**config.mk**
```make
export PLATFORM = sky130hd
export DESIGN_NAME = tsm_mul
export DESIGN_NICKNAME = d
export VERILOG_FILES = /design/src/rtl/tsm_mul.sv
export SDC_FILE = /design/constraint.sdc
export NUM_CORES = 2
export LEC_CHECK = 0
export BUFFER_PORTS_ARGS = -buffer_cell sky130_fd_sc_hd__clkbuf_2
export CORE_ASPECT_RATIO = 1.5
export CORE_MARGIN = 5
export CORE_UTILIZATION = 50
export CTS_CLUSTER_SIZE = 8
export DETAILED_ROUTE_END_ITERATION = 8
export PLACE_DENSITY = 0.67
export SETUP_SLACK_MARGIN = 0.02
export SYNTH_ARGS = -nofsm -noshare
export SYNTH_HDL_FRONTEND = slang
export SYNTH_SLANG_ARGS = --single-unit
```
**constraint.sdc**
```tcl
create_clock -name clk -period 9.3 [get_ports clk]
set_input_delay 1.86 -clock clk [delete_from_list [all_inputs] [get_ports clk]]
set_output_delay 1.86 -clock clk [all_outputs]
set_load 0.02 [all_outputs]
```
**src/rtl/tsm_mul.sv**
```systemverilog
// Sequential 64-bit wrapping multiplier built on one shared 32x32 multiplier.
// Depends on nothing; used by threaded_stack_machine_core.

module tsm_mul
(
    input  logic        clk,
    input  logic        rst_n,
    input  logic        start,
    input  logic [63:0] a,
    input  logic [63:0] b,
    output logic        done,
    output logic [63:0] product
);

    typedef enum logic [2:0] {
        MUL_IDLE,
        MUL_LL,
        MUL_LH,
        MUL_HL,
        MUL_DONE
    } mul_state_t;

    mul_state_t  state_reg;
    logic [63:0] a_reg;
    logic [63:0] b_reg;
    logic [63:0] acc_reg;
    logic [31:0] a_part;
    logic [31:0] b_part;
    logic [63:0] pp;

    // Only the low half of each cross product lands inside the 64-bit result.
    always_comb
    begin
        case (state_reg)
            MUL_LH:
            begin
                a_part = a_reg[31:0];
                b_part = b_reg[63:32];
            end
            MUL_HL:
            begin
                a_part = a_reg[63:32];
                b_part = b_reg[31:0];
            end
            default:
            begin
                a_part = a_reg[31:0];
                b_part = b_reg[31:0];
            end
        endcase
    end

    assign pp = a_part * b_part;

    always_ff @(posedge clk or negedge rst_n)
    begin
        if (!rst_n)
        begin
            state_reg <= MUL_IDLE;
            a_reg     <= '0;
            b_reg     <= '0;
            acc_reg   <= '0;
        end
        else
        begin
            case (state_reg)
                MUL_IDLE, MUL_DONE:
                begin
                    if (start)
                    begin
                        a_reg     <= a;
                        b_reg     <= b;
                        state_reg <= MUL_LL;
                    end
                end
                MUL_LL:
                begin
                    acc_reg   <= pp;
                    state_reg <= MUL_LH;
                end
                MUL_LH:
                begin
                    acc_reg[63:32] <= acc_reg[63:32] + pp[31:0];
                    state_reg      <= MUL_HL;
                end
                MUL_HL:
                begin
                    acc_reg[63:32] <= acc_reg[63:32] + pp[31:0];
                    state_reg      <= MUL_DONE;
                end
                default:
                begin
                    state_reg <= MUL_IDLE;
                end
            endcase
        end
    end

    assign done    = (state_reg == MUL_DONE);
    assign product = acc_reg;

endmodule

```
==> reports/results.env <==
CLK_LATENCY_NS=0.52
STATUS='finished clean'
DETAILEDROUTE.FIRSTITERATIONVIOLATIONS=2593
SYNTH_TOP_FAMILY_BY_AREA='adder cells'
WORST_PATH_DOMINANT_CELL_FAMILY='adder cells'
INSTANCES_NO_FILL=6179
FINALSETUPVIOLATIONS=0
PORT_BUFFERS=195
TIMING.CRITICAL_PATH.BUF_INV=10
TIGHTEST_SLEW_NS=0.897
HOLDCRITPATHCLASS='reg2reg'
SYNTHDISTINCTLIBCELLS=69
CTS_BUFFER_DEPTH=2
DATA_ARRIVAL_TIME_OF_THE_CRITICAL_PATH_NS=9.71
CELL_TYPE_WITH_THE_HIGHEST_OCCURRENCE_COUNT_ON_THE_CRITICAL_PATH='sky130_fd_sc_hd__fa_1'
DRT_FIRST_PASS_ITERS=6
WORST-SETUP-PATH-TYPE='reg2reg'
YS_TOP_CELLS_BY_AREA='sky130_fd_sc_hd__fa_1 43%, sky130_fd_sc_hd__dfrtp_1 12%, sky130_fd_sc_hd__ha_1 8.8%'
WORST-R2R-CELL-COUNT=40
PLACE_CONGESTION=1.06
DIE_AREA_SQ_UM=89600
CRITPATHLAUNCHTYPE='flop'
CRITICAL_PATH_FANOUTS_MAX=7
WORST_SETUP_PATH_END_KIND='flop'
MOST_COMMON_CELL_AFTER_LAYOUT_FILL_AND_TAPS_ASIDE='sky130_fd_sc_hd__fa_1'
SYNTHXORXNORAREAFRAC_PCT=1.68
DIE_H_UM=364
MUXSHAREOFSYNTHAREA_PCT=7.14
SLEW_VIOLATIONS=0
CTS_BUFFER_COUNT=17
CRITPATHREQUIREDTIME_NS=9.75
CTS-ROOT-BUF='sky130_fd_sc_hd__clkbuf_16'
YS_DOMINANT_REG_CELL='sky130_fd_sc_hd__dfrtp_1'
SYNTH_SEQ_AREA_SHARE_PCT=11.7
COUNT_OF_FLIP_FLOPS_WITH_A_BUILT_IN_ENABLE_AFTER_SYNTHESIS=0
FIN_CRIT_SH_PCT=99.6
FINAL.SETUP_SKEW_NS=0.0312
YOSYSTOPAREACELL='sky130_fd_sc_hd__fa_1'
SYNTH-WARNING-COUNT=0
GLOBAL_ROUTE.USAGE.TOTAL_PCT=34.5
HOLD_PATH_DEPTH=2
GRT_ANTENNA_BEFORE_REPAIR=3
FIN_TNS_SETUP_NS=0
CLOCK.FMAX_GHz=0.108
ROUTE.ANTENNA.REMAINING_NETS=0
TIMING.SLEW.HEADROOM_PCT=40.2
POSTSYNTH.ASYNCRESETSHARE_PCT=100
PLACEABLECOREAREA_SQ_UM=83300
DIE_WIDTH_UM=246
SYNTH-COMPOUND-AREA-SHARE_PCT=5.45
CAP_VIOL_MAX_COUNT=0
PLACE_HPWL_UM=130000
SYNTHCELLS=4489
AREA_GROWTH_PCT=20.2
SYNTH_TOP_AREA_SHARE_PCT=43.0
START_UTIL_PCT=50.2
POST-ROUTE-MIN-PERIOD_NS=9.27
FILL_CELLS=7340
STD_CELL_ROWS=130
SYN_AREA_PER_CELL_SQ_UM=9.31
TIMING_HOLD_VIOLATIONS_FINAL=0
LAYOUT_COMMON_CELLS='872 x sky130_fd_sc_hd__fa_1, 856 x sky130_fd_sc_hd__inv_1, 728 x sky130_fd_sc_hd__nand2_1, 472 x sky130_fd_sc_hd__buf_4, 456 x sky130_fd_sc_hd__nor2_1'
NETLIST_AREA_SQ_UM=41800
SYNTH-ADDER-AREA-SHARE_PCT=51.8
CRITICAL-PATH-MAX-STAGE-DELAY_NS=0.58
FIRST_GLOBAL_VIAS=37000
ROUTE.DETAILED.DRC=0
UNREPAIRED_SETUP_ENDPOINTS_AFTER_GLOBAL_ROUTING='true'
POST_ROUTE_CELLS_DRIVE_ABOVE_1_SHARE_PCT=23.8
ROUTE.VIAS.TOTAL=34900
MAXIMUM_NUMBER_OF_PINS_ON_ONE_NET_BEFORE_GLOBAL_ROUTE_REPAIR=73
FLOORPLAN.IO_PINS=196
HTREE_LEVELS=4
SYNTH_AREA_IN_SIMPLE_GATES_PCT=12.5
YS_FF_LATCH=195
SYNTH.NET_COUNT=5812
VIA_PER_INST=5.65
GLOBALROUTEOVERFLOWTOTAL=0
CLOCK_SINK_COUNT=195
CLOCK_TREE_FROM_TRITONCTS='done'
ROUTE.DETAILED.WL_PER_INST_UM=24.8
CPMAXSTAGEDELAYCELL='sky130_fd_sc_hd__fa_2'
GRT_FIRST_PASS_WIRELENGTH_UM=228000
WORST_SETUP_HOLD_PATH_CLK_SLEW_NS=0.11
TOTALWIRELENGTH_UM=153000
NETS=6364
NUMBER_OF_INSTANCES_IN_THE_PLACED_DESIGN=6083
WORSTSETUPPATHDEPTH=40
==> cell families after synthesis <==
logic type | after synthesis
AOI/OAI and AO/OA | 350
xor gates and xnor gates | 80
adders and majority gates | 1192
buffers and inverters | 1084
DFF | 195
muxes | 272
and+or+nand+nor | 1316
==> final timing paths <==
| check | slack, ns | to | from |
|---|---|---|---|
| worst max-delay path | 0.03 | product[62]$_DFFE_PN0P_ | state_reg[2]$_DFFE_PN0P_ |
| worst min-delay path | 0.48 | product[13]$_DFFE_PN0P_ | product[13]$_DFFE_PN0P_ |
| worst max register to register | 0.03 | product[62]$_DFFE_PN0P_ | state_reg[2]$_DFFE_PN0P_ |
| worst min register to register | 0.48 | product[13]$_DFFE_PN0P_ | product[13]$_DFFE_PN0P_ |
| max in group asynchronous | 6.64 | a_reg[52]$_DFFE_PN0P_ | rst_n |
| min in group asynchronous | 1.33 | product[24]$_DFFE_PN0P_ | rst_n |
==> tightest hold or removal path, stage by stage, from the launching register on <==
cell and delay [ns]:
sky130_fd_sc_hd__dfrtp_1 0.36, sky130_fd_sc_hd__nand2_1 0.05, sky130_fd_sc_hd__nand2_1 0.05
==> per-layer routing <==
metal,GRT usage [%],part of all wire (%),vias up
li1,-,-,14700
met1,40.4,34,17900
met3,5.92,7.8,579
met2,58.3,49,1738
met4,23.2,9.4,0
met5,0,0,-
==> stage by stage <==
step	util (%)	setup WS (ns)	hold slack, ns	instance area [sq um]
3_5_place_dp	57.1	-0.356	0.461	47600
3_3_place_gp	57.1	-0.409	0.459	47600
5_1_grt	60.3	-0.253	0.518	50200
4_1_cts	58.6	0.0279	0.491	48800
6_report	60.3	0.0343	0.483	50200
2_1_floorplan	-	0.0494	0.475	42000
==> final cells by class <==
type                    instances  area (sq um)  area share [%]
diodes                          3          7.51          0.0150
repair buffers                743          5740            11.4
clock buffers                  17           425           0.847
well taps                    1122          1400            2.80
inverters                     873          3280            6.53
flip-flops and latches        195          4880            9.72
clock inverters                15           241           0.481
multi-input cells            3211         34200            68.2
==> cells in the mapped netlist (all sizes together) (3+ instances only) <==
master and instances:
fa 897, inv 873, nand2 732, nor2 469, ha 295, mux2 207, dfrtp 195, clkbuf 186
a21oi 95, o21ai 84, mux2i 65, a21o 59, xnor2 45, xor2 35, buf 25, nand3 20
a31oi 17, nand4 17, nand2b 13, o21a 13, nor2b 12, nor3 12, and2 11, or2 11
a22oi 10, o211ai 8, a2111oi 7, a211oi 7, o31ai 6, a21boi 5, o21bai 5, o22ai 5
or3 5, nor4 4, o2111ai 4, o221ai 4, o31a 4, a311oi 3, a41oi 3, and3 3
and4 3
==> what timing repair did <==
item | CTS | global route
setup buffers | 20 | 40
resized for setup | 72 | 211
hold buffers | 0 | 0
endpoints found under the setup margin | 12 | 21
gates cloned | 0 | 3
pin swaps | 25 | 128
Power is left out: the tool's default activity adds up to more than one toggle a clock period on the data nets, which glitch-free logic cannot reach.
